--- src/hdl/grcwh_pkg.sv ---
// Shared types and constants for the grid ray caster.
package grcwh_pkg;

  localparam int MAP_BITS_DEF   = 6;
  localparam int FAR_LIMIT_DEF  = 4096;

  localparam int RECIP_DIVIDEND = 4096;
  localparam int RECIP_MAX      = 255;
  localparam logic [7:0] FRAC_MASK = 8'hff;
  localparam int CROSS_STEP     = 256;

  localparam logic CMD_WRITE = 1'b0;
  localparam logic CMD_CAST  = 1'b1;

  localparam logic [1:0] FACE_WEST  = 2'd0;
  localparam logic [1:0] FACE_NORTH = 2'd1;
  localparam logic [1:0] FACE_EAST  = 2'd2;
  localparam logic [1:0] FACE_SOUTH = 2'd3;

  typedef enum logic [2:0] {
    T_IDLE,
    T_MUL,
    T_ERR,
    T_READ,
    T_CHECK,
    T_HEIGHT,
    T_DONE
  } trace_state_t;

  typedef enum logic [1:0] {
    H_IDLE,
    H_DIV,
    H_MUL,
    H_SAT
  } height_state_t;

  typedef struct packed {
    logic       done;
    logic [7:0] height;
  } height_rsp_t;

endpackage

--- src/hdl/grcwh_height.sv ---
// Height: 0 if far, else serial or saturated 1/distance, scaled by the step delta.
module grcwh_height #(
  parameter int FAR_LIMIT = grcwh_pkg::FAR_LIMIT_DEF,
  parameter int RW        = 16
) (
  input  logic                   clk,
  input  logic                   rst,
  input  logic                   start,
  input  logic [7:0]             u,
  input  logic [RW-1:0]          r,
  output grcwh_pkg::height_rsp_t rsp
);

  localparam int RB    = $clog2(FAR_LIMIT);
  localparam int CW    = RB + 8;
  localparam int REMW  = $clog2(grcwh_pkg::RECIP_DIVIDEND + 1);
  localparam int SAT_R = grcwh_pkg::RECIP_DIVIDEND / (grcwh_pkg::RECIP_MAX + 1);

  grcwh_pkg::height_state_t state, state_next;

  logic [7:0]      u_q;
  logic [RB-1:0]   rdiv;
  logic [REMW-1:0] rem;
  logic [7:0]      q;
  logic [2:0]      bit_idx;
  logic [15:0]     prod;
  logic [CW-1:0]   trial;
  logic            far, near;

  assign trial = CW'(rdiv) << bit_idx;
  assign far   = (r >= RW'(FAR_LIMIT));
  assign near  = (r <= RW'(SAT_R));

  always_ff @(posedge clk) begin
    if (rst) state <= grcwh_pkg::H_IDLE;
    else     state <= state_next;
  end

  always_comb begin
    state_next = state;
    unique case (state)
      grcwh_pkg::H_IDLE: begin
        if (start && !far) state_next = near ? grcwh_pkg::H_MUL : grcwh_pkg::H_DIV;
      end
      grcwh_pkg::H_DIV: begin
        if (bit_idx == 3'd0) state_next = grcwh_pkg::H_MUL;
      end
      grcwh_pkg::H_MUL: state_next = grcwh_pkg::H_SAT;
      grcwh_pkg::H_SAT: state_next = grcwh_pkg::H_IDLE;
      default:          state_next = grcwh_pkg::H_IDLE;
    endcase
  end

  always_ff @(posedge clk) begin
    if (rst) begin
      rsp.done <= 1'b0;
    end else begin
      rsp.done <= 1'b0;
      unique case (state)
        grcwh_pkg::H_IDLE: begin
          if (start) begin
            u_q     <= u;
            rdiv    <= r[RB-1:0];
            rem     <= REMW'(grcwh_pkg::RECIP_DIVIDEND);
            bit_idx <= 3'd7;
            q       <= near ? 8'(grcwh_pkg::RECIP_MAX) : 8'd0;
            if (far) begin
              rsp.height <= 8'd0;
              rsp.done   <= 1'b1;
            end
          end
        end
        grcwh_pkg::H_DIV: begin
          // restoring division, one quotient bit per cycle; quotient < 256 here
          if (CW'(rem) >= trial) begin
            rem        <= rem - trial[REMW-1:0];
            q[bit_idx] <= 1'b1;
          end
          bit_idx <= bit_idx - 3'd1;
        end
        grcwh_pkg::H_MUL: prod <= u_q * q;
        grcwh_pkg::H_SAT: begin
          rsp.height <= (prod[15:12] != 4'd0) ? 8'(grcwh_pkg::RECIP_MAX) : prod[11:4];
          rsp.done   <= 1'b1;
        end
        default: ;
      endcase
    end
  end

endmodule

--- config.mk ---
export PLATFORM = sky130hd
export DESIGN_NAME = grcwh_height
export DESIGN_NICKNAME = d
export VERILOG_FILES = /design/src/hdl/grcwh_pkg.sv /design/src/hdl/grcwh_height.sv
export SDC_FILE = /design/constraint.sdc
export NUM_CORES = 1
export LEC_CHECK = 0
export BUFFER_PORTS_ARGS = -buffer_cell sky130_fd_sc_hd__buf_2
export CORE_UTILIZATION = 48
export DETAILED_ROUTE_END_ITERATION = 7
export PLACE_DENSITY = 0.65
export SYNTH_ARGS = -nofsm -noshare
export SYNTH_HDL_FRONTEND = slang
export SYNTH_SLANG_ARGS = --single-unit
--- constraint.sdc ---
create_clock -name clk -period 4.7 [get_ports clk]
set_input_delay 0.94 -clock clk [delete_from_list [all_inputs] [get_ports clk]]
set_output_delay 0.94 -clock clk [all_outputs]
set_load 0.02 [all_outputs]
==> results.py, run 1 <==
metrics = {
    "detailed_routing": {
        "avgViaCountPerCell": 5.48,
        "vias": 4125,
        "wl_um": 11400,
        "dr.pass1.iters": 5,
        "drc_errors": 0,
        "drtAntennaViolNets": 0,
        "avgRoutedWirePerCell_um": 15.1,
        "dr.first_iter.drc_count": 198,
    },
    "finish": {
        "final_common_cell": "edfxtp_1",
        "num_antenna_cells": 0,
        "final_cell_mix": "64 x edfxtp_1, 62 x inv_1, 52 x ha_1",
        "final_util_pct": 55.1,
        "drive_above_1_share_pct": 12.3,
        "area_growth_pct": 11.7,
        "fin_nets": 721,
    },
    "clock_network": {
        "cts_tree": "yes",
        "clk_path_buf_depth": 2,
        "ctsHoldBuffers": 0,
        "htreeDepth": 3,
        "cts_root_buffer": "clkbuf_16",
        "cts_buffers": 9,
        "cts.reportedPaths.clkPinSlew_ns": 0.05,
        "worstSkewPairLatency_ns": 0.33,
        "cts_sinks": 67,
    },
    "grt": {
        "antenna_found_initial": 1,
        "grt_max_degree": 23,
        "overflow": 0,
        "grt_pass1_vias": 4216,
        "grt_pass1_wl_um": 19500,
        "grt_usage_pct": 19.8,
    },
    "timing": {
        "tns_ns": 0,
        "clock_skew_ns": 0.00920,
        "clock.fmax_ghz": 0.223,
        "rsz0062_at_grt": "no",
        "final-hold-violation-count": 0,
        "period_share_pct": 95.3,
        "setup_viol": 0,
        "maxSlewViolCount": 0,
        "slew_headroom_pct": 30.2,
        "finalCriticalPeriod_ns": 4.48,
        "worstMarginPinSlew_ns": 1.04,
    },
    "placement": {
        "gp_congestion": 0.849,
        "hpwlAfterDp_um": 8910,
        "portBuffers": 35,
    },
    "worst_setup_path": {
        "worstSetupPathType": "flip-flop to flip-flop",
        "cp-startpoint": "u_q[4]",
        "crit_buf_inv": 3,
        "path_max_fanout": 6,
        "r2r-end": "prod[15]",
        "slowest_delay_ns": 0.52,
        "reg2reg_from": "u_q[4]",
        "crit_path_end_kind": "flip-flop",
        "path_common_cell": "fa_1",
        "critical_path.top_delay_family": "adder cells",
        "crit_chain": "buf_4, and2_1, fa_1, fa_1, fa_1, inv_1, fa_1, inv_1, ha_1, nand2_1, o21bai_1, a32oi_2, mux2i_1, a2111oi_2",
        "cp.depth": 14,
        "cpMaxStageDelayCell": "fa_1",
        "cp.arrival_ns": 4.61,
        "startpoint_type": "flip-flop",
        "rr_worst_depth": 14,
        "endpoint": "prod[15]",
        "ff2ff_setup_slack_ns": 0.22,
        "cp.required_ns": 4.83,
    },
    "die": {
        "core_um2": 11500,
        "chipHeight_um": 111,
        "initial_utilization_pct": 49.3,
        "die_area_um2": 12200,
        "num_rows": 39,
        "die_w_um": 111,
        "pin_count": 36,
    },
    "synth": {
        "syn_area_per_cell_um2": 10.1,
        "syn_nets": 676,
        "ys_warn_count": 0,
        "yosys.area.top_type_share_pct": 34.0,
        "async_flop_share_pct": 0,
        "synth_area_um2": 5650,
        "synth_seq_cells": 67,
        "synth_ff_type": "edfxtp_1",
        "synth_area_leader_cell": "edfxtp_1",
        "yosysSeqAreaShare_pct": 35.1,
        "synthTopCellsByArea": "edfxtp_1 34%, fa_1 13%, ha_1 12%",
        "synth_edf_count": 64,
        "ys_types": 58,
        "syn-instance-count": 560,
    },
    "power": {
        "total_leakage_power_nw": 2.71,
        "powerDensity_nw_per_um2": 802,
        "ir_worst_vdd_v": 0.000439,
    },
    "status": {
        "status": "finished, final reports clean",
    },
    "hold_path": {
        "min_path_type": "flip-flop to flip-flop",
    },
    "job": {
        "cap_violations": 0,
    },
}
[power by group]
| part | switching (mW) | internal, mW | total, mW |
|---|---|---|---|
| registers | 0.113 | 0.986 | 1.10 |
| clock network | 0.255 | 0.357 | 0.611 |
| logic | 1.89 | 1.47 | 3.36 |
| total | 2.25 | 2.81 | 5.07 |
[tightest hold or removal path: stages (launching register included)]
cell	delay, ns
dfxtp_1	0.34
nand2_1	0.06
a21oi_1	0.05
[worst min-delay path by stage]
stage	to	from	cells after the start	slack, ns
3_5_place_dp	state[0]	state[0]	2	0.49
5_1_grt	state[0]	state[0]	2	0.52
2_1_floorplan	state[0]	state[0]	2	0.46
6_report	state[0]	state[0]	2	0.50
3_3_place_gp	state[0]	state[0]	2	0.48
4_1_cts	state[0]	state[0]	2	0.50
[synthesized netlist by cell type (8+ instances only)]
cell type	number
a211oi_1	8
a21oi_1	36
and2_1	48
edfxtp_1	64
fa_1	37
ha_1	52
inv_1	62
mux2i_1	14
nand2_1	42
nor2_1	45
nor3_1	20
o21a_1	11
o21ai_0	9
[metrics by stage]
step           power [mW]  setup slack (ns)  hold slack [ns]  area (um^2)  std cells
2_1_floorplan        3.73             0.478            0.460         5650        560
3_3_place_gp         4.30             0.333            0.483         5980        728
3_5_place_dp         4.41             0.205            0.494         5980        728
4_1_cts              5.06             0.186            0.502         6250        744
5_1_grt              5.62          0.000887            0.524         6320        753
6_report             5.07             0.220            0.500         6320        753
[timing repair]
action | 4_1_cts | 5_1_grt
hold endpoints to repair | 0 | 0
setup endpoints to repair | 0 | 1
gates resized for setup | 0 | 1
buffers inserted | 0 | 9
[cell families (layout without fill, tap and decap cells)]
| kind of cell | Yosys count | after routing | synth area share (%) |
|---|---|---|---|
| DFF | 67 | 67 | 35.1 |
| adders and majority gates | 89 | 89 | 24.6 |
| AOI/OAI and AO/OA | 100 | 100 | 11.9 |
| buffers and inverters | 76 | 126 | 5.11 |
| xor gates and xnor gates | 12 | 12 | 1.86 |
| muxes | 20 | 20 | 3.67 |
| and+or+nand+nor | 196 | 196 | 17.8 |
[sequential cells by signal, summed over array words and instances (netlist names)]
name / flops
rdiv: 12
bit_idx: 3
rem: 13
q: 8
prod: 12
state: 2
u_q: 8
rsp: 9
[cell type report]
| cell class | instances | area (um^2) |
|---|---|---|
| clock inverters | 6 | 41.3 |
| clock buffers | 10 | 229 |
| repair buffers | 46 | 258 |
| well taps | 143 | 179 |
| flip-flops and latches | 67 | 1980 |
| multi-input cells | 417 | 3390 |
| inverters | 64 | 240 |
| fillers | 1012 | 5150 |
[per-layer routing]
layer / GRT usage [%] / share of wire (%) / vias up
met4: 6.04 / 1.5 / 0
met2: 32.1 / 46 / 96
met1: 26.7 / 48 / 1958
met3: 3.90 / 5.0 / 13
met5: 0 / 0 / -
li1: - / - / 2058
Note: power is estimated with default switching activity, not from simulation.
==> run 2: changes to the inputs <==
- CORE_MARGIN: default -> 2
==> run 2 against run 1 <==
Effect of this change:
- design area grew 2.1%
- core utilization is 1.1 points higher
- critical path depth unchanged
- via count rose by 1.9%
- combinational power is 6.2% higher
- critical endpoint unchanged
==> results.py, run 2 (same netlist as run 1, synthesis figures left out) <==
metrics = {
    "status": {
        "status": "finished, final reports clean",
    },
    "die": {
        "die_w_um": 113,
        "chipHeight_um": 113,
        "core_um2": 11500,
        "num_rows": 39,
        "initial_utilization_pct": 49.3,
        "pin_count": 36,
        "die_area_um2": 12700,
    },
    "finish": {
        "largest_register": "rem",
        "seq_area_um2": 1980,
        "multiInputGateArea_um2": 3410,
        "fin_nets": 732,
        "final_cell_mix": "64 x edfxtp_1, 62 x inv_1, 50 x ha_1",
        "nFillCells": 988,
        "reg_top3": "rem (13), prod (12), rdiv (12)",
        "drive_above_1_share_pct": 14.3,
        "final_util_pct": 56.2,
        "area_growth_pct": 14.0,
        "final_area_um2": 6450,
        "num_antenna_cells": 0,
        "final_common_cell": "edfxtp_1",
        "largest_reg_flops": 13,
    },
    "clock_network": {
        "cts_buffers": 9,
        "cts_sinks": 67,
        "worstSkewPairLatency_ns": 0.33,
        "ctsHoldBuffers": 0,
        "cts_tree": "yes",
        "cts.reportedPaths.clkPinSlew_ns": 0.06,
        "clk_path_buf_depth": 2,
        "htreeDepth": 3,
        "cts_root_buffer": "clkbuf_16",
    },
    "worst_setup_path": {
        "cp-startpoint": "q[5]",
        "cpMaxStageDelayCell": "fa_1",
        "r2r-end": "prod[15]",
        "rr_worst_depth": 14,
        "endpoint": "prod[15]",
        "worstSetupPathType": "flip-flop to flip-flop",
        "cp.arrival_ns": 4.70,
        "ff2ff_setup_slack_ns": 0.14,
        "slowest_delay_ns": 0.55,
        "crit_chain": "buf_4, and2_1, fa_1, fa_1, fa_1, inv_1, fa_1, inv_1, ha_1, o21a_1, o21ai_0, a32oi_2, mux2i_1, a2111oi_2",
        "path_max_fanout": 6,
        "reg2reg_from": "q[5]",
        "cp.required_ns": 4.84,
        "startpoint_type": "flip-flop",
        "path_common_cell": "fa_1",
        "crit_path_end_kind": "flip-flop",
    },
    "grt": {
        "grt_pass1_vias": 4140,
        "overflow": 0,
        "grt_max_degree": 23,
        "grt_pass1_wl_um": 19600,
        "antenna_found_initial": 0,
        "grt_usage_pct": 19.1,
    },
    "timing": {
        "finalCriticalPeriod_ns": 4.56,
        "period_share_pct": 97.0,
        "final-hold-violation-count": 0,
        "maxSlewViolCount": 0,
        "holdWs_ns": 0.526,
        "slew_headroom_pct": 26.6,
        "clock.fmax_ghz": 0.219,
        "worstMarginPinSlew_ns": 1.09,
        "setup_viol": 0,
        "tns_ns": 0,
        "clock_skew_ns": 0.00871,
    },
    "detailed_routing": {
        "drc_errors": 0,
        "vias": 4204,
        "dr.pass1.iters": 4,
        "dr.first_iter.drc_count": 215,
        "drtAntennaViolNets": 0,
        "wl_um": 11400,
        "avgRoutedWirePerCell_um": 15.0,
        "avgViaCountPerCell": 5.50,
    },
    "hold_path": {
        "min_path_type": "flip-flop to flip-flop",
    },
    "placement": {
        "portBuffers": 35,
        "gp_congestion": 0.848,
        "placed_cell_area_um2": 6000,
        "hpwlAfterDp_um": 8810,
    },
    "power": {
        "ir_worst_vdd_v": 0.000543,
        "total_leakage_power_nw": 2.78,
        "powerDensity_nw_per_um2": 829,
    },
    "job": {
        "cap_violations": 0,
    },
}
-- run 2: metal layers --
metal / wire length (um) / track usage [%] / up-vias / share of wire (%)
li1: - / - / 2077 / -
met3: 505 / 3.35 / 11 / 4.4
met5: 0 / 0 / - / 0
met2: 5110 / 29.9 / 94 / 45
met4: 142 / 4.55 / 0 / 1.2
met1: 5670 / 27.9 / 2022 / 50
-- run 2: cell type report --
cell class | instances | share of cell area (%)
Sequential cell | 67 | 30.7
Inverter | 64 | 3.73
Clock buffer | 10 | 3.55
Tap cell | 143 | 2.78
Timing Repair Buffer | 57 | 5.28
Clock inverter | 6 | 0.990
Multi-Input combinational cell | 417 | 52.9
-- run 2: through the flow --
stage / worst slack (ns) / total power, mW / instances
3_5_place_dp: 0.210 / 4.40 / 731
3_3_place_gp: 0.323 / 4.31 / 731
5_1_grt: -0.0903 / 5.90 / 764
6_report: 0.140 / 5.34 / 764
4_1_cts: 0.193 / 5.12 / 747
2_1_floorplan: 0.478 / 3.73 / 560
-- run 2: critical path: cells and delay by family, from the launching register on --
kind | cells | cell delay [ns]
fa+ha+maj | 5 | 2.39
compound gates | 4 | 0.92
flops | 1 | 0.45
buf+inv | 3 | 0.28
mux | 1 | 0.17
simple gates | 1 | 0.14
-- run 2: timing repair --
| item | CTS | global route |
|---|---|---|
| buffers inserted | 0 | 17 |
| endpoints found under the setup margin | 0 | 1 |
| resized for setup | 0 | 2 |
-- run 2: worst min path at each step --
stage | endpoint | from | cells past startpoint
after floorplan | state[0] | state[0] | 2
after global placement | state[0] | state[0] | 2
after detailed placement | rsp[3] | prod[7] | 2
after CTS | state[0] | state[0] | 2
after global routing | rsp[6] | prod[10] | 2
final | state[0] | state[0] | 2
-- run 2: where the power goes --
| group | total, mW | leakage, nW | switching [mW] | internal, mW |
|---|---|---|---|---|
| logic | 3.57 | 2.02 | 1.97 | 1.60 |
| clock network | 0.676 | 0.139 | 0.265 | 0.411 |
| registers | 1.09 | 0.615 | 0.106 | 0.986 |
==> run 3: changes to the inputs <==
- PLACE_DENSITY: 0.65 -> 0.75
==> run 3 against run 2 <==
Effect of this change:
- non-clock buffer count is 17 lower
- hold slack worse by 0.0021 ns
- largest cell class unchanged
- routed wire length is 3.3% lower
- combinational power is 6% lower
- maximum frequency is 2.6% higher
- design area is 2.2% lower
- clock skew is 0.0033 ns lower
==> results.py, run 3 (same netlist as run 1, synthesis figures left out) <==
metrics = {
    "worst_setup_path": {
        "cp.arrival_ns": 4.58,
        "slowest_delay_ns": 0.55,
        "path_common_cell": "fa_1",
        "cp.required_ns": 4.84,
        "cpMaxStageDelayCell": "fa_1",
        "crit_path_end_kind": "flip-flop",
        "crit_chain": "and2_1, fa_1, fa_1, fa_1, inv_1, fa_1, inv_1, ha_1, o21a_1, o21ai_0, a32oi_2, mux2i_1, a2111oi_2",
        "worstSetupPathType": "flip-flop to flip-flop",
        "rr_worst_depth": 13,
        "startpoint_type": "flip-flop",
        "path_max_fanout": 9,
    },
    "hold_path": {
        "min_delay_path_depth": 2,
        "min_path_type": "flip-flop to flip-flop",
    },
    "die": {
        "pin_count": 36,
        "num_rows": 39,
        "core_um2": 11500,
        "die_w_um": 113,
        "initial_utilization_pct": 49.3,
        "die_area_um2": 12700,
        "chipHeight_um": 113,
    },
    "grt": {
        "grt_pass1_wl_um": 18700,
        "antenna_found_initial": 0,
        "overflow": 0,
        "grt_usage_pct": 18.3,
        "grt_max_degree": 23,
        "grt_pass1_vias": 4119,
    },
    "placement": {
        "dp_slack_ns": 0.256,
        "gp_congestion": 0.874,
        "portBuffers": 35,
        "hpwlAfterDp_um": 8590,
        "placed_cell_area_um2": 5980,
    },
    "finish": {
        "final_cell_mix": "64 x edfxtp_1, 62 x inv_1, 52 x ha_1",
        "nFillCells": 969,
        "multiInputGateArea_um2": 3390,
        "final_common_cell": "edfxtp_1",
        "seq_area_um2": 1980,
        "largest_reg_flops": 13,
        "drive_above_1_share_pct": 11.3,
        "fin_nets": 715,
        "largest_register": "rem",
        "reg_top3": "rem (13), prod (12), rdiv (12)",
        "area_growth_pct": 11.6,
        "final_area_um2": 6310,
        "num_antenna_cells": 0,
    },
    "timing": {
        "holdWs_ns": 0.524,
        "tns_ns": 0,
        "clock.fmax_ghz": 0.225,
        "maxSlewViolCount": 0,
        "final-hold-violation-count": 0,
        "finalCriticalPeriod_ns": 4.44,
        "rsz0062_at_grt": "no",
        "setup_viol": 0,
        "period_share_pct": 94.5,
        "slew_headroom_pct": 27.0,
        "worstMarginPinSlew_ns": 1.09,
        "fin_ws_ns": 0.257,
        "clock_skew_ns": 0.00542,
    },
    "clock_network": {
        "cts.reportedPaths.clkPinSlew_ns": 0.05,
        "cts_resized": 0,
        "clk_path_buf_depth": 2,
        "htreeDepth": 3,
        "cts_root_buffer": "clkbuf_16",
        "cts_sinks": 67,
        "worstSkewPairLatency_ns": 0.33,
        "cts_tree": "yes",
        "cts_buffers": 9,
    },
    "detailed_routing": {
        "drc_errors": 0,
        "drtAntennaViolNets": 0,
        "dr.first_iter.drc_count": 219,
        "dr.pass1.iters": 4,
        "avgViaCountPerCell": 5.58,
        "avgRoutedWirePerCell_um": 14.8,
        "wl_um": 11000,
        "vias": 4166,
    },
    "power": {
        "powerDensity_nw_per_um2": 819,
        "total_leakage_power_nw": 2.71,
        "ir_worst_vdd_v": 0.000478,
    },
    "job": {
        "cap_violations": 0,
    },
    "status": {
        "status": "finished, final reports clean",
    },
}
## run 3: final cells by class
| class | instances | area share, % |
|---|---|---|
| flip-flops and latches | 67 | 31.4 |
| multi-input cells | 417 | 53.7 |
| inverters | 64 | 3.81 |
| repair buffers | 40 | 3.37 |
| clock inverters | 6 | 1.29 |
| clock buffers | 9 | 3.57 |
| well taps | 143 | 2.84 |
## run 3: path summary, 6_finish.rpt
path	to	slack, ns	start
min	state[0]	0.52	state[0]
max	prod[15]	0.26	q[6]
min reg2reg	state[0]	0.52	state[0]
max reg2reg	prod[15]	0.26	q[6]
## run 3: power breakdown
group          switching, mW  internal, mW
registers              0.117         0.987
logic                   1.90          1.46
clock network          0.240         0.457
## run 3: per-stage QoR
step	total power [mW]	std cells	util [%]
after detailed placement	4.41	728	52.1
after global routing	5.71	746	55.0
after CTS	5.16	743	54.8
final	5.17	746	55.0
after floorplan	3.73	560	-
after global placement	4.27	728	52.1
## run 3: metal layers
layer	vias up	part of all wire [%]	track usage (%)
li1	2043	-	-
met1	1968	46	24.3
met2	135	47	29.8
met3	20	5.2	3.67
met4	0	1.8	6.67
met5	-	0	0
## run 3: timing repair
action | 4_1_cts | 5_1_grt
buffers inserted | 0 | 3
hold buffers | 0 | 0
endpoints found under the hold margin | 0 | 0
endpoints found under the setup margin | 0 | 1
## run 3: worst max-delay path: cells and delay by family (launching register included)
kind	cells	cell delay, ns
muxes	1	0.17
DFF	1	0.51
and+or+nand+nor	1	0.23
AOI/OAI and AO/OA	4	0.81
adders and majority gates	5	2.43
buffers and inverters	2	0.09
