### config.mk
export PLATFORM = sky130hd
export DESIGN_NAME = grcwh_tracer
export DESIGN_NICKNAME = d
export VERILOG_FILES = /design/src/hdl/grcwh_pkg.sv /design/src/hdl/grcwh_tracer.sv
export SDC_FILE = /design/constraint.sdc
export NUM_CORES = 1
export LEC_CHECK = 0
export BUFFER_PORTS_ARGS = -buffer_cell sky130_fd_sc_hd__buf_2
export CORE_UTILIZATION = 45
export CTS_CLUSTER_DIAMETER = 150
export DETAILED_ROUTE_END_ITERATION = 6
export PLACE_DENSITY_LB_ADDON = 0.15
export SETUP_SLACK_MARGIN = 0.15
export SLEW_MARGIN = 20
export SYNTH_ARGS = -nofsm -noshare
export SYNTH_HDL_FRONTEND = slang
export SYNTH_SLANG_ARGS = --single-unit
### constraint.sdc
create_clock -name clk -period 12.75 [get_ports clk]
set_clock_uncertainty 0.15 [all_clocks]
set_input_delay 1.9125 -clock clk [delete_from_list [all_inputs] [get_ports clk]]
set_output_delay 1.9125 -clock clk [all_outputs]
set_load 0.02 [all_outputs]
### src/hdl/grcwh_pkg.sv
// Shared types and constants for the grid ray caster.
package grcwh_pkg;

  localparam int MAP_BITS_DEF   = 6;
  localparam int FAR_LIMIT_DEF  = 4096;

  localparam int RECIP_DIVIDEND = 4096;
  localparam int RECIP_MAX      = 255;
  localparam logic [7:0] FRAC_MASK = 8'hff;
  localparam int CROSS_STEP     = 256;

  localparam logic CMD_WRITE = 1'b0;
  localparam logic CMD_CAST  = 1'b1;

  localparam logic [1:0] FACE_WEST  = 2'd0;
  localparam logic [1:0] FACE_NORTH = 2'd1;
  localparam logic [1:0] FACE_EAST  = 2'd2;
  localparam logic [1:0] FACE_SOUTH = 2'd3;

  typedef enum logic [2:0] {
    T_IDLE,
    T_MUL,
    T_ERR,
    T_READ,
    T_CHECK,
    T_HEIGHT,
    T_DONE
  } trace_state_t;

  typedef enum logic [1:0] {
    H_IDLE,
    H_DIV,
    H_MUL,
    H_SAT
  } height_state_t;

  typedef struct packed {
    logic       done;
    logic [7:0] height;
  } height_rsp_t;

endpackage

### src/hdl/grcwh_tracer.sv
// Ray tracer sequencer: set-up, cell-by-cell walk over the map, result register.
module grcwh_tracer #(
  parameter int MAP_BITS = grcwh_pkg::MAP_BITS_DEF,
  parameter int RW       = MAP_BITS + 10
) (
  input  logic                   clk,
  input  logic                   rst,
  input  logic                   start,
  input  logic [5:0]             column,
  input  logic [13:0]            pos_x,
  input  logic [13:0]            pos_y,
  input  logic signed [10:0]     dir_x,
  input  logic signed [10:0]     dir_y,
  output logic                   idle,
  output logic                   rd_en,
  output logic [2*MAP_BITS-1:0]  rd_addr,
  input  logic [7:0]             rd_data,
  output logic                   h_start,
  output logic [7:0]             h_u,
  output logic [RW-1:0]          h_r,
  input  grcwh_pkg::height_rsp_t h_rsp,
  output logic                   out_valid,
  input  logic                   out_ready,
  output logic [5:0]             column_tag,
  output logic [5:0]             hit_x,
  output logic [5:0]             hit_y,
  output logic [7:0]             hit_code,
  output logic [7:0]             wall_height
);

  localparam int MB = MAP_BITS;
  localparam int SW = MAP_BITS + 2;
  localparam logic [SW-1:0] STEP_LIMIT = SW'(2 * (1 << MAP_BITS));

  grcwh_pkg::trace_state_t state, state_next;

  logic [5:0]    tag;
  logic          negx, negy, step_x;
  logic [7:0]    ux, uy, fx, fy;
  logic [MB-1:0] cx, cy, cx_step, cy_step;
  logic [15:0]   prod_a, prod_b;
  logic [7:0]    id;
  logic [RW-1:0] rx, ry;
  logic [SW-1:0] steps;
  logic [MB-1:0] res_x, res_y;
  logic [7:0]    res_code, res_height;
  logic          load_out;

  logic [10:0] magx, magy;
  logic [9:0]  satx, saty;
  logic [13:0] cxs_ext, cys_ext, rx_ext, ry_ext;
  logic [16:0] diff;
  logic [1:0]  face;

  // start-up: direction magnitudes, saturated, and reflected fractions
  assign magx    = dir_x[10] ? (~dir_x + 11'd1) : dir_x;
  assign magy    = dir_y[10] ? (~dir_y + 11'd1) : dir_y;
  assign satx    = magx[10] ? 10'h3ff : magx[9:0];
  assign saty    = magy[10] ? 10'h3ff : magy[9:0];
  assign cxs_ext = {8'd0, pos_x[13:8]};
  assign cys_ext = {8'd0, pos_y[13:8]};

  assign diff    = {1'b0, prod_a} - {1'b0, prod_b};
  assign cx_step = negx ? cx - 1'b1 : cx + 1'b1;
  assign cy_step = negy ? cy - 1'b1 : cy + 1'b1;
  assign face    = step_x ? (negx ? grcwh_pkg::FACE_WEST  : grcwh_pkg::FACE_EAST)
                          : (negy ? grcwh_pkg::FACE_NORTH : grcwh_pkg::FACE_SOUTH);

  assign idle = (state == grcwh_pkg::T_IDLE);
  assign h_u  = step_x ? ux : uy;
  assign h_r  = step_x ? rx : ry;

  always_ff @(posedge clk) begin
    if (rst) state <= grcwh_pkg::T_IDLE;
    else     state <= state_next;
  end

  always_comb begin
    state_next = state;
    rd_en      = 1'b0;
    rd_addr    = id[7] ? {cy, cx_step} : {cy_step, cx};
    h_start    = 1'b0;
    load_out   = 1'b0;
    unique case (state)
      grcwh_pkg::T_IDLE:  if (start) state_next = grcwh_pkg::T_MUL;
      grcwh_pkg::T_MUL:   state_next = grcwh_pkg::T_ERR;
      grcwh_pkg::T_ERR:   state_next = grcwh_pkg::T_READ;
      grcwh_pkg::T_READ: begin
        if (steps == STEP_LIMIT) begin
          state_next = grcwh_pkg::T_DONE;
        end else begin
          rd_en      = 1'b1;
          state_next = grcwh_pkg::T_CHECK;
        end
      end
      grcwh_pkg::T_CHECK: begin
        if (rd_data != 8'd0) begin
          h_start    = 1'b1;
          state_next = grcwh_pkg::T_HEIGHT;
        end else begin
          state_next = grcwh_pkg::T_READ;
        end
      end
      grcwh_pkg::T_HEIGHT: if (h_rsp.done) state_next = grcwh_pkg::T_DONE;
      grcwh_pkg::T_DONE: begin
        if (!out_valid || out_ready) begin
          load_out   = 1'b1;
          state_next = grcwh_pkg::T_IDLE;
        end
      end
      default: state_next = grcwh_pkg::T_IDLE;
    endcase
  end

  always_ff @(posedge clk) begin
    unique case (state)
      grcwh_pkg::T_IDLE: begin
        if (start) begin
          tag  <= column;
          negx <= dir_x[10];
          negy <= dir_y[10];
          ux   <= satx[9:2];
          uy   <= saty[9:2];
          fx   <= dir_x[10] ? pos_x[7:0] : pos_x[7:0] ^ grcwh_pkg::FRAC_MASK;
          fy   <= dir_y[10] ? pos_y[7:0] : pos_y[7:0] ^ grcwh_pkg::FRAC_MASK;
          cx   <= cxs_ext[MB-1:0];
          cy   <= cys_ext[MB-1:0];
        end
      end
      grcwh_pkg::T_MUL: begin
        prod_a <= fx * uy;
        prod_b <= fy * ux;
      end
      grcwh_pkg::T_ERR: begin
        id    <= diff[15:8];
        rx    <= RW'(fx);
        ry    <= RW'(fy);
        steps <= '0;
      end
      grcwh_pkg::T_READ: begin
        if (steps == STEP_LIMIT) begin
          // miss
          res_x      <= '0;
          res_y      <= '0;
          res_code   <= 8'd0;
          res_height <= 8'd0;
        end else begin
          step_x <= id[7];
          steps  <= steps + 1'b1;
          if (id[7]) cx <= cx_step;
          else       cy <= cy_step;
        end
      end
      grcwh_pkg::T_CHECK: begin
        if (rd_data != 8'd0) begin
          res_x    <= cx;
          res_y    <= cy;
          res_code <= rd_data | {6'd0, face};
        end else if (step_x) begin
          rx <= rx + RW'(grcwh_pkg::CROSS_STEP);
          id <= id + uy;
        end else begin
          ry <= ry + RW'(grcwh_pkg::CROSS_STEP);
          id <= id - ux;
        end
      end
      grcwh_pkg::T_HEIGHT: if (h_rsp.done) res_height <= h_rsp.height;
      default: ;
    endcase
  end

  assign rx_ext = 14'(res_x);
  assign ry_ext = 14'(res_y);

  // result register: the next request may enter while this one waits
  always_ff @(posedge clk) begin
    if (rst) begin
      out_valid <= 1'b0;
    end else if (load_out) begin
      out_valid <= 1'b1;
    end else if (out_ready) begin
      out_valid <= 1'b0;
    end
  end

  always_ff @(posedge clk) begin
    if (load_out) begin
      column_tag  <= tag;
      hit_x       <= rx_ext[5:0];
      hit_y       <= ry_ext[5:0];
      hit_code    <= res_code;
      wall_height <= res_height;
    end
  end

endmodule

==> impl_metrics.sql, run 1 <==
INSERT INTO impl_metrics (metric_group, metric, value, unit) VALUES
('outcome', 'outcome', 'finished clean', ''),
('finish', 'nNetsFinal', '1632', ''),
('yosys', 'yosys.area.top_type_share', '0.4285', ''),
('finish', 'drive_gt1_frac', '0.1637', ''),
('clock_tree', 'clkLatencyLatePin', '0.44', 'ns'),
('yosys', 'synth_async_sr_flop_share', '0', ''),
('critical_path', 'worstPathMaxFanout', '13', ''),
('die', 'die_width', '176.3', 'um'),
('clock_tree', 'h-tree-depth', '4', ''),
('yosys', 'synth.net_count', '1497', ''),
('yosys', 'post_synth.cell_area_avg', '11.03', 'um2'),
('clock_tree', 'cts.clk_slew.worst_paths', '0.08', 'ns'),
('yosys', 'seq_area_frac_synth', '0.4344', ''),
('worst_hold_path', 'hold-path-endpoint', 'column_tag[1]$_DFFE_PP_', ''),
('power_and_ir_drop', 'total_leakage_power', '6.753', 'nW'),
('sta', 'max_slew_margin', '0.3422', ''),
('yosys', 'netlist.top_cell.by_area', 'sky130_fd_sc_hd__edfxtp_1', ''),
('sta', 'timing.final.ws_setup', '7.481', 'ns'),
('detailed_routing', 'wl_per_cell', '16.66', 'um'),
('sta', 'rsz0062_at_grt', 'false', ''),
('die', 'die_height', '176.3', 'um'),
('yosys', 'synth_cell_types', '53', ''),
('clock_tree', 'clock_tree.buffer_depth', '2', ''),
('place', 'last_weighted_congestion_value_of_the_routability_driven_placer', '0.8333', ''),
('yosys', 'yosys-top-cells-count', 'sky130_fd_sc_hd__edfxtp_1, sky130_fd_sc_hd__inv_1, sky130_fd_sc_hd__and2_1', ''),
('die', 'die-area', '31070', 'um2'),
('global_route', 'grt_first_pass_wirelength', '47590', 'um'),
('detailed_routing', 'avgViaCountPerCell', '5.139', ''),
('sta', 'report.final.slew_viol_count', '0', ''),
('critical_path', 'setup.worst_path.class', 'reg2reg', ''),
('global_route', 'grt_start_max_net_pins', '56', ''),
('power_and_ir_drop', 'power_density', '179.8', 'nW/um2'),
('detailed_routing', 'drtIter0Drc', '515', ''),
('sta', 'tightest_slew', '0.9764', 'ns'),
('sta', 'setup_violations', '0', ''),
('yosys', 'synth_top_cells_by_area', 'sky130_fd_sc_hd__edfxtp_1, sky130_fd_sc_hd__fa_1, sky130_fd_sc_hd__ha_1', ''),
('yosys', 'yosysWarnings', '0', ''),
('global_route', 'grt_usage', '0.1999', ''),
('critical_path', 'crit_path_start_kind', 'register', ''),
('detailed_routing', 'routed_wl', '29600', 'um'),
('finish', 'area_delta_synth_final', '12.71', '%'),
('worst_hold_path', 'cell_depth_of_the_worst_hold_path', '0', ''),
('sta', 'fmax', '189.8', 'MHz'),
('clock_tree', 'cts.sink_count', '199', ''),
('place', 'port_buffers', '150', ''),
('yosys', 'instance_count_of_the_mapped_netlist', '1239', ''),
('yosys', 'count_of_flip_flops_with_a_built_in_enable_after_synthesis', '195', ''),
('critical_path', 'crit-reg2reg-capture', 'prod_b[15]$_DFFE_PP_', ''),
('die', 'ios', '151', ''),
('sta', 'fin_crit', '5.269', 'ns'),
('critical_path', 'maximum_cell_stage_delay_along_the_critical_path', '0.58', 'ns'),
('clock_tree', 'cts.repair.resized', '0', ''),
('critical_path', 'reg2reg_slack', '7.48', 'ns'),
('yosys', 'syn_area', '13670', 'um2'),
('detailed_routing', 'detailroute.via_count', '9132', ''),
('clock_tree', 'ctsHoldBuffers', '0', ''),
('yosys', 'synth-main-ff-cell', 'sky130_fd_sc_hd__edfxtp_1', ''),
('die', 'floorplan.rows', '63', ''),
('die', 'floorplan.initialDensity', '0.4586', ''),
('critical_path', 'reg2reg_depth', '16', ''),
('clock_tree', 'numCtsBuffers', '17', ''),
('clock_tree', 'tritoncts', 'done', ''),
('place', 'place_ws', '7.527', 'ns'),
('detailed_routing', 'drt-pass1-iter-count', '5', ''),
('sta', 'setup_tns', '0', 'ns'),
('yosys', 'postSynthRegisterBits', '199', ''),
('yosys', 'synthMostInstantiatedCell', 'sky130_fd_sc_hd__edfxtp_1', ''),
('detailed_routing', 'drt_drc_violations_left', '0', ''),
('clock_tree', 'root_buffer', 'sky130_fd_sc_hd__clkbuf_16', ''),
('global_route', 'first_global_vias', '9004', ''),
('critical_path', 'critPathArrivalTime', '5.31', 'ns');
==> state kept, by name, summed over array words and instances (netlist names), 3 cells and up <==
signal,count
res_y,6
fy,8
tag,6
state,3
cy,6
id,8
hit_x,6
rx,16
ry,16
wall_height,8
res_code,8
fx,8
uy,8
hit_code,8
prod_a,16
cx,6
column_tag,6
hit_y,6
prod_b,16
ux,8
steps,8
res_x,6
res_height,8
==> critical path: cells and delay by family, from the launching register on <==
family                     cells  cell delay, ns
adders and majority gates      5            2.40
AOI/OAI and AO/OA              4            1.10
DFF                            1            0.58
and+or+nand+nor                2            0.44
buffers and inverters          4            0.19
xor gates and xnor gates       1            0.15
==> where the power goes <==
group          total (W)  switching, W  internal (W)  leakage [nW]
sequential      0.000930     0.0000649      0.000865          1.87
combinational    0.00131      0.000736      0.000572          4.60
clock           0.000532      0.000258      0.000275         0.281
total            0.00277       0.00106       0.00171          6.75
==> how the worst max path moves through the flow <==
| stage | startpoint | end | cells after the start |
|---|---|---|---|
| 2_1_floorplan | ux[4]$_SDFFCE_PP1P_ | prod_b[15]$_DFFE_PP_ | 17 |
| 3_3_place_gp | ux[4]$_SDFFCE_PP1P_ | prod_b[15]$_DFFE_PP_ | 16 |
| 3_5_place_dp | ux[4]$_SDFFCE_PP1P_ | prod_b[13]$_DFFE_PP_ | 16 |
| 4_1_cts | ux[4]$_SDFFCE_PP1P_ | prod_b[13]$_DFFE_PP_ | 16 |
| 5_1_grt | ux[4]$_SDFFCE_PP1P_ | prod_b[13]$_DFFE_PP_ | 16 |
| 6_report | ux[4]$_SDFFCE_PP1P_ | prod_b[15]$_DFFE_PP_ | 16 |
==> cell usage in the layout (no fill, tap or decap), drive strengths merged, types with 47 or more instances in the layout <==
master / synthesis / final
o21ai: 47 / 47
xnor2: 48 / 48
fa: 75 / 75
nand2: 103 / 103
inv: 142 / 148
xor2: 48 / 48
buf: 6 / 160
edfxtp: 195 / 195
and2: 119 / 119
nor2: 60 / 60
ha: 106 / 106
==> through the flow <==
step	cell area, um2	hold WS (ns)	total power [W]	utilization	cells
after floorplan	13670	0.2503	0.001937	-	1239
after global placement	14830	0.2510	0.002237	0.4976	1745
after detailed placement	14830	0.2545	0.002252	0.4976	1745
after CTS	15390	0.2673	0.002796	0.5167	1777
after global routing	15400	0.2722	0.003006	0.5169	1777
final	15400	0.2698	0.002770	0.5169	1777
==> area by class of cell <==
class,instances,area (um2)
clock buffer,17,425.4
fill,2739,14390
sequential,199,5936
timing repair buffer,160,825.8
multi-input combinational,854,7053
inverter,142,533.0
clock inverter,15,141.4
tap,390,488.0
==> cell families (layout without fill, tap and decap cells) <==
kind of cell / Yosys count / count (layout) / share of synthesized area
AOI/OAI and AO/OA: 156 / 156 / 0.07050
muxes: 33 / 33 / 0.02646
xor gates and xnor gates: 96 / 96 / 0.06153
adders and majority gates: 181 / 181 / 0.2069
DFF: 199 / 199 / 0.4344
and+or+nand+nor: 388 / 388 / 0.1488
buffers and inverters: 186 / 334 / 0.05146
==> layer usage <==
metal / share of wire / GRT usage / up-vias
met5: 0 / 0 / -
met4: 0.027 / 0.08043 / 0
met3: 0.039 / 0.02735 / 37
met2: 0.47 / 0.3215 / 239
met1: 0.47 / 0.2726 / 4366
li1: - / - / 4490
Note: power is estimated with default switching activity, not from simulation.
==> run 2, diff against run 1 <==
- ABC_AREA: unset -> 1
- clock period: 12.75 -> 4.46 ns (I/O delays scaled with it)
==> impl_metrics.sql, run 2 <==
INSERT INTO impl_metrics (metric_group, metric, value, unit) VALUES
('detailed_routing', 'drtIter0Drc', '717', ''),
('critical_path', 'timing.critical_path.slowest_stage_cell', 'sky130_fd_sc_hd__fa_1', ''),
('sta', 'fmax', '237.5', 'MHz'),
('global_route', 'globalRoute.totalOverflow', '0', ''),
('detailed_routing', 'final_antenna_net_count', '0', ''),
('die', 'die-area', '32160', 'um2'),
('yosys', 'instance_count_of_the_mapped_netlist', '1598', ''),
('critical_path', 'crit_family', 'adder cells', ''),
('sta', 'tightest_slew', '1.005', 'ns'),
('finish', 'final_cell_mix', 'sky130_fd_sc_hd__nand2_1, sky130_fd_sc_hd__inv_1, sky130_fd_sc_hd__edfxtp_1', ''),
('critical_path', 'crit_path_start_kind', 'register', ''),
('sta', 'total_count_of_hold_check_failures_in_the_final_report', '0', ''),
('yosys', 'post_synth.cell_area_avg', '8.856', 'um2'),
('yosys', 'synth_top_cells_by_area', 'sky130_fd_sc_hd__edfxtp_1, sky130_fd_sc_hd__fa_1, sky130_fd_sc_hd__nand2_1', ''),
('detailed_routing', 'drt-pass1-iter-count', '7', ''),
('outcome', 'outcome', 'complete, but fails checks', ''),
('sta', 'max_slew_margin', '0.3231', ''),
('critical_path', 'reg2reg_slack', '0.25', 'ns'),
('finish', 'layout.cell_area.non_filler', '16620', 'um2'),
('finish', 'sequential_cell_area', '5936', 'um2'),
('yosys', 'synthMostInstantiatedCell', 'sky130_fd_sc_hd__nand2_1', ''),
('yosys', 'seq_area_frac_synth', '0.4194', ''),
('die', 'die_height', '179.3', 'um'),
('sta', 'report.final.slew_viol_count', '0', ''),
('critical_path', 'setup.worst_path.class', 'reg2reg', ''),
('clock_tree', 'cts.clk_slew.worst_paths', '0.08', 'ns'),
('global_route', 'first_global_vias', '10390', ''),
('critical_path', 'reg2reg_depth', '15', ''),
('clock_tree', 'cts.sink_count', '199', ''),
('global_route', 'antenna_found_initial', '0', ''),
('job', 'drv.max_cap_violation_count', '0', ''),
('yosys', 'postSynthRegisterBits', '199', ''),
('global_route', 'grt_start_max_net_pins', '42', ''),
('yosys', 'yosys-top-cells-count', 'sky130_fd_sc_hd__nand2_1, sky130_fd_sc_hd__inv_1, sky130_fd_sc_hd__edfxtp_1', ''),
('yosys', 'synth-main-ff-cell', 'sky130_fd_sc_hd__edfxtp_1', ''),
('yosys', 'yosysWarnings', '0', ''),
('power_and_ir_drop', 'power_density', '605.3', 'nW/um2'),
('worst_hold_path', 'holdCritStartpoint', 'column[3]', ''),
('critical_path', 'crit-reg2reg-capture', 'prod_a[13]$_DFFE_PP_', ''),
('die', 'placeableCoreArea', '30750', 'um2'),
('detailed_routing', 'detailroute.via_count', '10850', ''),
('critical_path', 'timing.critical_path.cells', 'buf_4 > nand2_1 > inv_1 > fa_1 > fa_1 > inv_1 > fa_1 > fa_1 > inv_1 > ha_4 > a21oi_4 > o21ai_1 > nand2_1 > o2111ai_2 > xor2_1', ''),
('critical_path', 'critical_path.endpoint_type', 'register', ''),
('detailed_routing', 'drt_drc_violations_left', '32', ''),
('outcome', 'violations', 'design-rule violations', ''),
('global_route', 'grt_first_pass_wirelength', '52030', 'um'),
('clock_tree', 'root_buffer', 'sky130_fd_sc_hd__clkbuf_16', ''),
('critical_path', 'timing.rr.start', 'fx[2]$_DFFE_PP_', ''),
('sta', 'setup_tns', '0', 'ns'),
('global_route', 'grt_usage', '0.2121', ''),
('sta', 'finalCritPeriodShare', '0.9440', ''),
('clock_tree', 'h-tree-depth', '4', ''),
('die', 'floorplan.initialDensity', '0.4602', ''),
('yosys', 'synth_cell_types', '42', ''),
('finish', 'area_delta_synth_final', '17.42', '%'),
('finish', 'drive_gt1_frac', '0.1796', ''),
('finish', 'nNetsFinal', '2038', ''),
('critical_path', 'cpMostUsedCell', 'sky130_fd_sc_hd__fa_1', ''),
('power_and_ir_drop', 'power.ir.vdd_worst', '0.4035', 'mV'),
('yosys', 'count_of_flip_flops_with_a_built_in_enable_after_synthesis', '195', ''),
('yosys', 'synth_async_sr_flop_share', '0', ''),
('finish', 'final.fill_count', '2880', ''),
('worst_hold_path', 'hold-path-endpoint', 'tag[3]$_DFFE_PP_', ''),
('critical_path', 'maximum_cell_stage_delay_along_the_critical_path', '0.55', 'ns'),
('place', 'post-dp-hpwl', '25340', 'um'),
('yosys', 'netlist.top_cell.by_area', 'sky130_fd_sc_hd__edfxtp_1', ''),
('sta', 'setup_violations', '0', ''),
('clock_tree', 'tritoncts', 'done', ''),
('sta', 'fin_crit', '4.210', 'ns'),
('critical_path', 'cp.buffers_inverters', '4', ''),
('critical_path', 'worst_ep_required_time', '4.51', 'ns'),
('finish', 'layout_commonest_cell', 'sky130_fd_sc_hd__nand2_1', ''),
('critical_path', 'worst-path-stages', '15', ''),
('finish', 'multi_input_comb_area', '6974', 'um2'),
('critical_path', 'critPathArrivalTime', '4.26', 'ns'),
('detailed_routing', 'routed_wl', '33220', 'um'),
('detailed_routing', 'wl_per_cell', '15.18', 'um'),
('clock_tree', 'clkLatencyLatePin', '0.45', 'ns'),
('sta', 'rsz0062_at_grt', 'false', ''),
('yosys', 'syn_area', '14150', 'um2'),
('place', 'port_buffers', '150', ''),
('die', 'ios', '151', ''),
('yosys', 'synth.net_count', '1856', ''),
('worst_hold_path', 'cell_depth_of_the_worst_hold_path', '1', ''),
('die', 'floorplan.rows', '64', ''),
('clock_tree', 'numCtsBuffers', '17', ''),
('clock_tree', 'clock_tree.buffer_depth', '2', ''),
('worst_hold_path', 'timing.hold.worst.class', 'in2reg', ''),
('place', 'last_weighted_congestion_value_of_the_routability_driven_placer', '0.8703', ''),
('die', 'die_width', '179.3', 'um'),
('power_and_ir_drop', 'total_leakage_power', '8.381', 'nW'),
('finish', 'antenna-diode-count', '0', ''),
('place', 'placed_cell_area', '15510', 'um2'),
('yosys', 'yosys.area.top_type_share', '0.4138', ''),
('detailed_routing', 'avgViaCountPerCell', '4.954', ''),
('critical_path', 'worstPathMaxFanout', '7', '');
==> run 2: cell types whose count changed after synthesis, sizes merged, moves of 14 or more <==
| cell | previous run | this run |
|---|---|---|
| inv | 142 | 343 |
| and2 | 119 | 0 |
| nor2 | 60 | 117 |
| and3 | 25 | 0 |
| a21oi | 37 | 64 |
| xor2 | 48 | 23 |
| o21ai | 47 | 83 |
| nand2 | 103 | 362 |
| xnor2 | 48 | 34 |
| nand3 | 20 | 70 |
| mux2 | 25 | 0 |
==> run 2: worst reg2reg max path, delay by kind of cell, from the launching register on <==
kind            cells  cell delay (ns)
flops               1             0.42
buf+inv             4             0.37
fa+ha+maj           5             2.25
xor+xnor            1             0.18
simple gates        2             0.17
compound gates      3             0.43
==> run 2: routing by layer <==
metal / GRT usage / wire length, um / vias up
met5: 0 / 0 / -
met4: 0.07213 / 759 / 0
met3: 0.02932 / 1837 / 43
met2: 0.3715 / 16600 / 315
met1: 0.2683 / 14030 / 5084
li1: - / - / 5403
==> run 2: report_power, final <==
part / switching [W] / internal [W] / total (W)
combinational: 0.00332 / 0.00234 / 0.00566
sequential: 0.000157 / 0.00254 / 0.00270
clock: 0.000783 / 0.000914 / 0.00170
total: 0.00426 / 0.00580 / 0.0101
==> run 2: per-stage QoR <==
| step | power [W] | setup WS [ns] | hold WS (ns) | util | std cells |
|---|---|---|---|---|---|
| global placement | 0.007401 | 0.1012 | 0.2503 | 0.5046 | 2128 |
| detailed placement | 0.007473 | 0.03542 | 0.2545 | 0.5046 | 2128 |
| CTS | 0.009437 | 0.1392 | 0.2237 | 0.5305 | 2173 |
| finish | 0.01006 | 0.2499 | 0.2487 | 0.5404 | 2189 |
| global route | 0.01089 | 0.1101 | 0.2309 | 0.5404 | 2189 |
| floorplan | 0.006282 | 0.1506 | 0.2503 | - | 1598 |
==> run 2: how the worst max path moves through the flow <==
stage,startpoint,to,slack [ns]
detailed placement,fy[2]$_DFFE_PP_,prod_b[14]$_DFFE_PP_,0.04
global route,fx[2]$_DFFE_PP_,prod_a[13]$_DFFE_PP_,0.11
global placement,fy[2]$_DFFE_PP_,prod_b[14]$_DFFE_PP_,0.10
CTS,fy[3]$_DFFE_PP_,prod_b[14]$_DFFE_PP_,0.14
floorplan,fx[1]$_DFFE_PP_,prod_a[14]$_DFFE_PP_,0.15
finish,fx[2]$_DFFE_PP_,prod_a[13]$_DFFE_PP_,0.25
==> run 2: kinds of logic (layout without fill, tap and decap cells) <==
group / count (synthesis) / after routing / synth area share
AND/OR/NAND/NOR: 592 / 592 / 0.1731
AO/OA/AOI/OAI: 170 / 170 / 0.06533
buffers and inverters: 399 / 594 / 0.1071
adder cells (fa/ha/maj): 181 / 181 / 0.1998
flip-flops: 199 / 199 / 0.4194
XOR/XNOR: 57 / 57 / 0.03528
==> run 2: layout make-up <==
class	instances	area share
clock inverter	15	0.01288
inverter	343	0.07748
clock buffer	17	0.02560
multi-input combinational	1000	0.4197
sequential	199	0.3572
tap	396	0.02982
timing repair buffer	219	0.07733
==> run 2: timing repair <==
action / CTS / global route
buffers inserted: 13 / 16
pin swaps: 3 / 30
resized for setup: 9 / 48
setup endpoints to repair: 10 / 14
gates cloned: 0 / 0
hold buffers: 0 / 0
